===== src/rtl/ffra_pkg.sv =====
// Shared types and constants of the first-fit region allocator.
// No dependencies.
package ffra_pkg;

	localparam int ADDR_BITS        = 32;
	localparam int PAGE_CNT_BITS    = 21;
	localparam int DEF_MAX_REGIONS  = 512;
	localparam int DEF_PAGE_BYTES   = 4096;

	typedef enum logic [1:0] {
		OP_ALLOC   = 2'd0,
		OP_RELEASE = 2'd1,
		OP_CHECK   = 2'd2,
		OP_NONE    = 2'd3
	} op_t;

	localparam logic [1:0] STAT_DONE     = 2'd0;
	localparam logic [1:0] STAT_NOSPACE  = 2'd1;
	localparam logic [1:0] STAT_NOTFOUND = 2'd2;
	localparam logic [1:0] STAT_FULL     = 2'd3;

	localparam logic CFG_POOL_BASE  = 1'b0;
	localparam logic CFG_POOL_BYTES = 1'b1;

	typedef enum logic [2:0] {
		S_IDLE,
		S_FLAG,
		S_PREFIX,
		S_SELECT,
		S_REDUCE,
		S_COMMIT
	} state_t;

	typedef struct packed {
		logic take_new;
		logic take_left;
		logic take_right;
	} cell_ctrl_t;

endpackage


===== src/rtl/ffra_cell.sv =====
// One entry of the region table: holds start and length, shifts with its neighbors.
// Depends on ffra_pkg.
module ffra_cell import ffra_pkg::*; (
	input  logic                  clk,
	input  cell_ctrl_t            ctl,
	input  logic                  is_first,
	input  logic                  active,
	input  logic                  op_alloc,
	input  logic [ADDR_BITS:0]    req_len,
	input  logic [ADDR_BITS-1:0]  addr,
	input  logic [ADDR_BITS-1:0]  new_start,
	input  logic [ADDR_BITS-1:0]  new_len,
	input  logic [ADDR_BITS-1:0]  left_start,
	input  logic [ADDR_BITS-1:0]  left_len,
	input  logic [ADDR_BITS-1:0]  right_start,
	input  logic [ADDR_BITS-1:0]  right_len,
	output logic [ADDR_BITS-1:0]  start_q,
	output logic [ADDR_BITS-1:0]  len_q,
	output logic                  flag,
	output logic [2*ADDR_BITS-1:0] sel_val
);

	logic [ADDR_BITS-1:0] left_end;
	logic [ADDR_BITS-1:0] gap;

	assign left_end = left_start + left_len;
	assign gap      = start_q - left_end;

	always_comb begin
		if (op_alloc) begin
			flag    = active && !is_first && ({1'b0, gap} >= req_len);
			sel_val = {{ADDR_BITS{1'b0}}, left_end};
		end else begin
			flag    = active && (start_q == addr);
			sel_val = {start_q, len_q};
		end
	end

	always_ff @(posedge clk) begin
		if (ctl.take_new) begin
			start_q <= new_start;
			len_q   <= new_len;
		end else if (ctl.take_left) begin
			start_q <= left_start;
			len_q   <= left_len;
		end else if (ctl.take_right) begin
			start_q <= right_start;
			len_q   <= right_len;
		end
	end

endmodule


===== config.mk =====
export PLATFORM = sky130hd
export DESIGN_NAME = ffra_cell
export DESIGN_NICKNAME = d
export VERILOG_FILES = /design/src/rtl/ffra_pkg.sv /design/src/rtl/ffra_cell.sv
export SDC_FILE = /design/constraint.sdc
export NUM_CORES = 1
export LEC_CHECK = 0
export BUFFER_PORTS_ARGS = -buffer_cell sky130_fd_sc_hd__buf_4
export CORE_MARGIN = 8
export CORE_UTILIZATION = 45
export CTS_CLUSTER_SIZE = 28
export DETAILED_ROUTE_END_ITERATION = 6
export PLACE_DENSITY = 0.87
export SLEW_MARGIN = 25
export SYNTH_ARGS = -nofsm -noshare
export SYNTH_HDL_FRONTEND = slang
export SYNTH_SLANG_ARGS = --single-unit

===== constraint.sdc =====
create_clock -name clk -period 7.35 [get_ports clk]
set_clock_uncertainty 0.15 [all_clocks]
set_input_delay 0.3675 -clock clk [delete_from_list [all_inputs] [get_ports clk]]
set_output_delay 0.3675 -clock clk [all_outputs]
set_load 0.05 [all_outputs]

==> results.tsv, run 1 <==
stage	metric	value	unit
place	gpl congestion	0.9796	
place	Buffers on Ports	392	
clock_tree	Worst-path clk slew	0.06	ns
cells_and_area	Seq. cell area	0.001922	mm2
clock_tree	cts bufs inserted	9	
clock_tree	clock sinks	64	
synth	post-synthesis sequential area ratio	23.28	%
place	Place WS	0.2615	ns
clock_tree	TritonCTS clock tree	yes	
drt	Detailed Routing Iterations Pass 1	6	
pwr	Peak VDD IR	0.0001165	V
drt	Iter 0 DRT Violations	489	
drt	post-route ant nets	0	
synth	proportion of netlist area held by the largest area contributor	23.28	%
synth	Synth Warn #	0	
die	site row count	49	
hold_path	hold path start	new_start[17]	
worst_setup_path	Arr. time, crit path	6.38	ns
drt	Via density	5.641	
synth	cell taking the most area after synthesis	edfxtp_1	
timing	Hold Vio Cnt, Final	0	
clock_tree	root buffer cell	clkbuf_16	
hold_path	Hold Path End	start_q[17]$_DFFE_PP_	
worst_setup_path	Crit-path slowest cell	fa_1	
die	die span in x	151.4	um
worst_setup_path	CP max stage delay	0.45	ns
timing	Slew headroom	34.78	%
drt	number of remaining DRC errors	0	
clock_tree	H-tree lvl count	3	
place	Cells after DPL	1567	
hold_path	Hold Path Stages	3	
timing	Fmax	144.9	MHz
cells_and_area	fraction of layout cells with a size suffix above 1	34.73	%
die	Ports	393	
worst_setup_path	crit path capture type	output pin	
synth	most frequent cells after synthesis	nand2_1 (100), ha_1 (87), mux2i_1 (86), o21ai_0 (86), inv_1 (76)	
synth	dominant cells by area after synthesis	edfxtp_1 (23%), ha_1 (13%), mux2i_1 (10%), o21ai_0 (5.2%), xnor2_1 (5.1%)	
global_routing	first-pass GRT wire length	49.18	mm
synth	Avg Cell Area, Syn	8.433	um2
die	Core ar.	0.01796	mm2
drt	via count	8964	
cells_and_area	nets@finish	1707	
clock_tree	Post-CTS Hold Buffers	0	
synth	Syn Inst Count	979	
timing	# setup viols final	0	
pwr	pwr/cell area	226.1	mW/mm2
global_routing	initial antenna violation count	1	
cells_and_area	Multi-input gate area	0.006048	mm2
synth	fraction of registers with async set/reset	0	%
global_routing	GRT Overall Usage	28.02	%
cells_and_area	Area Overhead vs Synth	43.85	%
die	Initial Utilization	45.96	%
synth	Post-synth EDFFs	64	
worst_setup_path	CP required	6.83	ns
worst_setup_path	CP max FO	5	
global_routing	vias in the first global route	9108	
worst_setup_path	Most Frequent Cell on Critical Path	a21o_1	
synth	Synth cell types	69	
timing	worst setup margin	0.4501	ns
synth	Yosys reg bits	64	
timing	hold slack	0.1504	ns
cells_and_area	final design utilization	66.11	%
timing	fin crit share	93.88	%
global_routing	gr ovfl total	0	
worst_setup_path	CP Class	input port to output pin	
synth	syn_nets	1332	
outcome	status	finished, final reports clean	
place	DPL Wire Length	28.05	mm
die	Die Y	151.4	um
timing	Slew @ Worst Pin	0.9783	ns
timing	Max Slew Vio Count	0	
pwr	leakage power	0.005889	uW
synth	top_reg_cell synth	edfxtp_1	
cells_and_area	fillers	1518	
die	die area	0.02294	mm2
synth	top-count cell post-synth	nand2_1	
drt	post-DR wirelength/cell	21.38	um
drt	final wirelength	33.98	mm
timing	setup TNS	0	ns
cells_and_area	Final Non-Filler Cells	1589	
hold_path	Hold WC Path Type	input port to flop	
clock_tree	CTS max path bufs	2	
timing	min Tclk post-route	6.900	ns
worst_setup_path	CP startpoint kind	input port	
run	max_cap viols	0	
global_routing	largest net degree at the start of global routing	90	
synth	Cell Area, Synth	0.008255	mm2
[per-stage QoR]
step / power, uW / cell area, um2
final: 2685 / 11880
after global routing: 2845 / 11870
after CTS: 2655 / 11690
after detailed placement: 2176 / 11380
after global placement: 2136 / 11380
after floorplan: 1655 / 8255
[report_power, final]
part           internal [uW]  switching (uW)  total, uW
Clock                    296             178        473
Sequential               454            63.3        517
Combinational            687            1010       1700
Total                   1440            1250       2690
[worst max-delay path by stage]
| stage | start | end | slack (ns) |
|---|---|---|---|
| after floorplan | left_start[0] | flag | 0.65 |
| after global placement | left_len[0] | flag | 0.49 |
| after detailed placement | left_start[10] | flag | 0.26 |
| after CTS | left_start[10] | flag | 0.24 |
| after global routing | left_len[0] | flag | -0.06 |
| final | left_len[0] | flag | 0.45 |
[what timing repair did]
item | in CTS | in global routing
setup buffers | 0 | 5
gates resized for setup | 0 | 28
setup endpoints to repair | 0 | 1
[worst max-delay path, delay by kind of cell]
family,cells,cell delay (ns)
compound gates,18,2.75
xor+xnor,2,0.26
fa+ha+maj,5,1.45
buf+inv,3,0.36
simple gates,8,1.18
[per-layer routing]
layer	vias up	part of all wire, %	GRT usage [%]
met5	-	0.038	0
met4	2	3.9	13.21
met3	75	9.3	7.798
met2	468	48	46.80
met1	4156	39	32.63
li1	4263	-	-
[layout make-up]
class	instances	area share (%)
flip-flops and latches	64	16.18
repair buffers	402	25.41
clock buffers	10	1.928
multi-input cells	801	50.93
inverters	76	2.402
clock inverters	6	0.7059
well taps	229	2.413
diodes	1	0.02107
[cells by family (layout without fill, tap and decap cells)]
logic type	Yosys count	after routing	synth area share [%]
multiplexers	92	92	11.25
buffers and inverters	114	494	5.274
other	0	1	0
flip-flops	64	64	23.28
AO/OA/AOI/OAI	252	252	19.72
XOR/XNOR	93	93	10.14
adder cells (fa/ha/maj)	96	96	14.55
AND/OR/NAND/NOR	268	268	15.79
[state kept, by name, indices dropped and copies added (netlist names)]
signal / count
start_q: 32
len_q: 32
[layout by cell type (no fill, tap or decap), types with 14 or more instances in the layout]
cell	instances
xor2_1	42
o21a_1	20
inv_1	76
nor2_1	41
a21oi_1	47
nor2b_1	38
buf_4	402
nand4_1	14
nand2_1	100
mux2i_1	86
ha_1	81
edfxtp_1	64
xnor2_1	46
o21ai_0	84
a21o_1	28
nand3_1	16
Note: power is estimated with default switching activity, not from simulation.
==> run 2, diff against run 1 <==
--- a/config.mk
+++ b/config.mk
@@ -7,10 +7,10 @@
 export LEC_CHECK = 0
 export BUFFER_PORTS_ARGS = -buffer_cell sky130_fd_sc_hd__buf_4
 export CORE_MARGIN = 8
-export CORE_UTILIZATION = 45
+export CORE_UTILIZATION = 44
 export CTS_CLUSTER_SIZE = 28
 export DETAILED_ROUTE_END_ITERATION = 6
-export PLACE_DENSITY = 0.87
+export PLACE_DENSITY = 0.89
 export SLEW_MARGIN = 25
 export SYNTH_ARGS = -nofsm -noshare
 export SYNTH_HDL_FRONTEND = slang
==> constraint.sdc (replaced) <==
create_clock -name clk -period 5.9 [get_ports clk]
set_clock_uncertainty 0.15 [all_clocks]
set_input_delay 0.295 -clock clk [delete_from_list [all_inputs] [get_ports clk]]
set_output_delay 0.295 -clock clk [all_outputs]
set_load 0.05 [all_outputs]
==> results.tsv, run 2 (same netlist as run 1, synthesis figures left out) <==
stage	metric	value	unit	change
outcome	status	complete, but fails checks		
outcome	failing checks	setup timing		
place	Buffers on Ports	392		unchanged
drt	Iter 0 DRT Violations	543		+11%
pwr	pwr/cell area	278.0	mW/mm2	+23%
hold_path	Hold Path Stages	3		unchanged
timing	RSZ-0062 raised after global routing	yes		
timing	Max Slew Vio Count	0		unchanged
worst_setup_path	CP max stage delay	0.37	ns	-0.08 ns
cells_and_area	# diodes	0		-1
cells_and_area	Regs by FF count	len_q (32), start_q (32)		
timing	Fmax	154.0	MHz	
drt	post-route ant nets	0		unchanged
worst_setup_path	CP Class	input port to output pin		
worst_setup_path	CP startpoint kind	input port		
cells_and_area	Multi-input gate area	0.006305	mm2	+4.2%
hold_path	hold path start	new_len[15]		
pwr	Pwr Total	3619	uW	+35%
place	gpl congestion	0.9357		-4.5%
cells_and_area	commonest cells after routing, fill and taps aside	buf_4 (515), nand2_1 (99), mux2i_1 (86)		
global_routing	largest net degree at the start of global routing	79		-12%
clock_tree	TritonCTS clock tree	yes		
clock_tree	H-tree lvl count	3		unchanged
timing	min Tclk post-route	6.495	ns	
hold_path	Hold WC Path Type	input port to flop		
timing	Hold Vio Cnt, Final	0		unchanged
global_routing	first-pass GRT wire length	54.50	mm	+11%
clock_tree	CTS max path bufs	2		unchanged
drt	via count	9563		+6.7%
global_routing	initial antenna violation count	0		-1
worst_setup_path	CP max FO	5		unchanged
drt	Via density	5.586		-0.98%
die	site row count	50		+2.0%
run	max_cap viols	0		unchanged
die	die span in x	153.0	um	+1.0%
global_routing	gr ovfl total	0		unchanged
clock_tree	clock sinks	64		unchanged
worst_setup_path	Crit-path slowest cell	ha_1		
cells_and_area	fillers	1434		-5.5%
cells_and_area	Area Overhead vs Synth	57.70	%	
global_routing	GRT Overall Usage	29.50	%	+1.5 points
timing	# setup viols final	1		+1
die	Initial Utilization	44.43	%	-1.5 points
global_routing	vias in the first global route	10130		+11%
timing	fin crit share	110.1	%	
worst_setup_path	crit path capture type	output pin		
place	Cells after DPL	1686		+7.6%
clock_tree	cts bufs inserted	9		unchanged
clock_tree	Worst-path clk slew	0.06	ns	about the same
place	DPL Wire Length	29.41	mm	+4.9%
cells_and_area	Final Non-Filler Cells	1712		+7.7%
drt	Detailed Routing Iterations Pass 1	5		-1
clock_tree	root buffer cell	clkbuf_16		
timing	setup TNS	-0.5955	ns	-0.5955 ns
drt	final wirelength	36.53	mm	+7.5%
drt	number of remaining DRC errors	0		unchanged
worst_setup_path	CP required	5.45	ns	-1.38 ns
hold_path	Hold Path End	len_q[15]$_DFFE_PP_		
worst_setup_path	Arr. time, crit path	6.05	ns	-0.33 ns
timing	hold slack	0.07373	ns	-0.07670 ns
die	die area	0.02340	mm2	+2.0%
worst_setup_path	Most Frequent Cell on Critical Path	a21o_1		
cells_and_area	fraction of layout cells with a size suffix above 1	42.22	%	+7.5 points
die	Die Y	153.0	um	+1.0%
drt	post-DR wirelength/cell	21.34	um	-0.22%
timing	worst setup margin	-0.5955	ns	-1.046 ns
timing	Slew headroom	35.56	%	+0.78 points
die	Ports	393		unchanged
die	Core ar.	0.01858	mm2	+3.4%
pwr	leakage power	0.006486	uW	+10%
cells_and_area	Seq. cell area	0.001922	mm2	unchanged
cells_and_area	most common cell after layout, fill and taps aside	buf_4		
pwr	Peak VDD IR	0.0001486	V	+28%
cells_and_area	nets@finish	1826		+7.0%
timing	Slew @ Worst Pin	0.9666	ns	-0.01173 ns
cells_and_area	final design utilization	70.07	%	+4.0 points
==> run 2: worst max path at each step <==
stage / start / endpoint / slack (ns) / cells after the start
6_report: left_start[8] / flag / -0.60 / 33
5_1_grt: left_start[8] / flag / -0.83 / 33
4_1_cts: left_start[1] / flag / -0.46 / 34
3_5_place_dp: left_start[1] / flag / -0.99 / 34
3_3_place_gp: left_len[0] / flag / -0.62 / 36
2_1_floorplan: left_start[0] / flag / 0.006 / 34
==> run 2: critical path, delay by kind of cell <==
| family | cells | cell delay (ns) |
|---|---|---|
| and+or+nand+nor | 8 | 1.16 |
| buffers and inverters | 2 | 0.27 |
| AOI/OAI and AO/OA | 17 | 2.84 |
| xor gates and xnor gates | 2 | 0.29 |
| adders and majority gates | 4 | 1.17 |
==> run 2: final cells by class <==
type                    instances  area share (%)
inverters                      76           2.191
repair buffers                521           30.22
clock inverters                 5          0.3652
flip-flops and latches         64           14.76
well taps                     234           2.249
clock buffers                  11           1.788
multi-input cells             801           48.43
==> run 2: stage by stage <==
step	setup WS, ns	instance area (um2)
finish	-0.5955	13020
global route	-0.8301	13020
CTS	-0.4578	12810
detailed placement	-0.9886	12260
global placement	-0.6159	12260
floorplan	0.006194	8273
==> run 2: timing repair <==
item | 4_1_cts | 5_1_grt
setup buffers | 3 | 7
resized for setup | 47 | 31
endpoints found under the setup margin | 1 | 1
hold buffers | 0 | 0
pin swaps | 29 | 36
==> run 2: power by group <==
group / internal (uW) / switching (uW) / total (uW)
clock network: 324 / 224 / 548
registers: 565 / 72.5 / 637
logic: 1070 / 1370 / 2430
total: 1950 / 1660 / 3620
==> run 2: per-layer routing <==
| metal | vias to the layer above | wire length (um) | GRT usage (%) |
|---|---|---|---|
| met5 | - | 0 | 0 |
| met4 | 0 | 2025 | 17.34 |
| met3 | 126 | 2771 | 7.640 |
| met2 | 510 | 17370 | 49.20 |
| met1 | 4417 | 14360 | 33.70 |
| li1 | 4510 | - | - |
==> run 3, diff against run 2 <==
--- a/config.mk
+++ b/config.mk
@@ -6,11 +6,12 @@
 export NUM_CORES = 1
 export LEC_CHECK = 0
 export BUFFER_PORTS_ARGS = -buffer_cell sky130_fd_sc_hd__buf_4
-export CORE_MARGIN = 8
-export CORE_UTILIZATION = 44
+export CORE_AREA = 3 3 150 152
 export CTS_CLUSTER_SIZE = 28
 export DETAILED_ROUTE_END_ITERATION = 6
-export PLACE_DENSITY = 0.89
+export DIE_AREA = 0 0 153 155
+export HOLD_SLACK_MARGIN = 0.08
+export PLACE_DENSITY = 0.8
 export SLEW_MARGIN = 25
 export SYNTH_ARGS = -nofsm -noshare
 export SYNTH_HDL_FRONTEND = slang
==> results.tsv, run 3 (same netlist as run 1, synthesis figures left out) <==
stage	metric	value	unit	change
outcome	status	complete, but fails checks		
outcome	failing checks	setup timing		
cells_and_area	most common cell after layout, fill and taps aside	buf_4		
timing	RSZ-0062 raised after global routing	yes		
cells_and_area	fillers	1804		+26%
clock_tree	clock sinks	64		unchanged
timing	Slew headroom	31.59	%	-4.0 points
drt	Post-Route M1 WL	14.45	mm	+0.67%
die	Core ar.	0.02115	mm2	+14%
timing	Slew @ Worst Pin	1.026	ns	+0.05955 ns
die	Initial Utilization	39.03	%	-5.4 points
cells_and_area	nets@finish	1872		+2.5%
clock_tree	TritonCTS clock tree	yes		
clock_tree	CTS max path bufs	2		unchanged
worst_setup_path	CP max FO	5		unchanged
cells_and_area	final design utilization	63.33	%	-6.7 points
global_routing	largest net degree at the start of global routing	71		-10%
timing	# setup viols final	1		unchanged
global_routing	vias in the first global route	9776		-3.5%
drt	final wirelength	35.49	mm	-2.8%
drt	number of remaining DRC errors	0		unchanged
place	gpl congestion	0.9647		+3.1%
clock_tree	root buffer cell	clkbuf_16		
worst_setup_path	Arr. time, crit path	6.01	ns	-0.04 ns
global_routing	gr ovfl total	0		unchanged
timing	fin crit share	109.5	%	-0.62 points
die	die area	0.02372	mm2	+1.3%
worst_setup_path	Crit-path slowest cell	o311ai_1		
drt	Iter 0 DRT Violations	518		-4.6%
pwr	Peak VDD IR	0.0001450	V	-2.5%
drt	post-DR wirelength/cell	19.73	um	-7.5%
timing	Max Slew Vio Count	0		unchanged
global_routing	initial antenna violation count	1		+1
worst_setup_path	crit path capture type	output pin		
worst_setup_path	CP startpoint kind	input port		
drt	Via density	5.346		-4.3%
cells_and_area	Regs by FF count	len_q (32), start_q (32)		
die	site row count	53		+6.0%
drt	top routing layer used	met5		
cells_and_area	# diodes	0		unchanged
clock_tree	Worst-path clk slew	0.06	ns	about the same
timing	Fmax	154.8	MHz	+0.56%
pwr	leakage power	0.006678	uW	+3.0%
hold_path	Hold WC Path Type	input port to flop		
die	Die Y	155	um	+1.3%
cells_and_area	Area Overhead vs Synth	62.28	%	
die	die span in x	153	um	about the same
drt	routed wl met3	2.140	mm	-23%
run	max_cap viols	0		unchanged
timing	Hold Vio Cnt, Final	0		unchanged
worst_setup_path	CP Class	input port to output pin		
place	Buffers on Ports	392		unchanged
pwr	pwr/cell area	271.6	mW/mm2	-2.3%
hold_path	Hold Path Stages	3		unchanged
cells_and_area	Final Non-Filler Cells	1799		+5.1%
cells_and_area	fraction of layout cells with a size suffix above 1	42.78	%	+0.56 points
worst_setup_path	WP buf/inv	4		+2
timing	hold slack	0.09411	ns	+0.02039 ns
timing	worst setup margin	-0.5590	ns	+0.03648 ns
clock_tree	cts bufs inserted	9		unchanged
worst_setup_path	CP max stage delay	0.38	ns	about the same
place	Cells after DPL	1747		+3.6%
clock_tree	H-tree lvl count	3		unchanged
place	DPL Wire Length	28.86	mm	-1.9%
worst_setup_path	Worst path depth	33		unchanged
global_routing	GRT Overall Usage	27.91	%	-1.6 points
global_routing	first-pass GRT wire length	52.26	mm	-4.1%
drt	Detailed Routing Iterations Pass 1	6		+1
worst_setup_path	CP top delay family	compound AO/OA/AOI/OAI gates		
drt	met2 routed WL	17.62	mm	+1.4%
timing	min Tclk post-route	6.459	ns	-0.03648 ns
drt	via count	9617		+0.56%
drt	post-route ant nets	0		unchanged
cells_and_area	commonest cells after routing, fill and taps aside	buf_4 (543), nand2_1 (100), mux2i_1 (86)		
die	Ports	393		unchanged
worst_setup_path	CP required	5.45	ns	about the same
## run 3: timing repair
action | CTS | global route
hold endpoints to repair | 18 | 0
gates resized for setup | 35 | 33
setup endpoints to repair | 1 | 1
buffers inserted | 14 | 6
hold buffers | 18 | 0
pin swaps | 23 | 47
## run 3: report_power, final
group	internal, uW	leakage [uW]	switching, uW
logic	1120	0.00588	1380
registers	565	0.000677	66.0
clock network	282	0.000124	226
## run 3: metal layers
layer,GRT usage [%],vias to the layer above
met2,49.84,408
met5,0,-
met3,4.729,70
met4,11.07,2
met1,33.51,4539
li1,-,4598
## run 3: final timing paths
path	startpoint	endpoint	slack [ns]
setup / recovery	left_start[0]	flag	-0.56
hold / removal	new_start[21]	start_q[21]$_DFFE_PP_	0.09
## run 3: metrics by stage
| step | area [um2] | setup WS, ns | setup TNS [ns] | total power, uW |
|---|---|---|---|---|
| global placement | 12460 | -0.6688 | -0.6688 | 2896 |
| detailed placement | 12460 | -0.8199 | -0.8199 | 2949 |
| finish | 13400 | -0.5590 | -0.5590 | 3638 |
| floorplan | 8273 | 0.006194 | 0 | 2067 |
| CTS | 13210 | -0.5517 | -0.5517 | 3573 |
| global route | 13400 | -0.7965 | -0.7965 | 3861 |
## run 3: final cells by class
cell class	instances	area, um2	area share, %
inverter	76	285.3	2.129
timing repair buffer	567	4324	32.28
clock inverter	6	36.28	0.2709
sequential	64	1922	14.35
clock buffer	10	229.0	1.709
tap	275	344.1	2.568
multi-input combinational	801	6256	46.70
## run 3: tightest hold or removal path, stage by stage
cell and delay (ns):
buf_4 0.08, nand2_1 0.04, o21ai_0 0.06
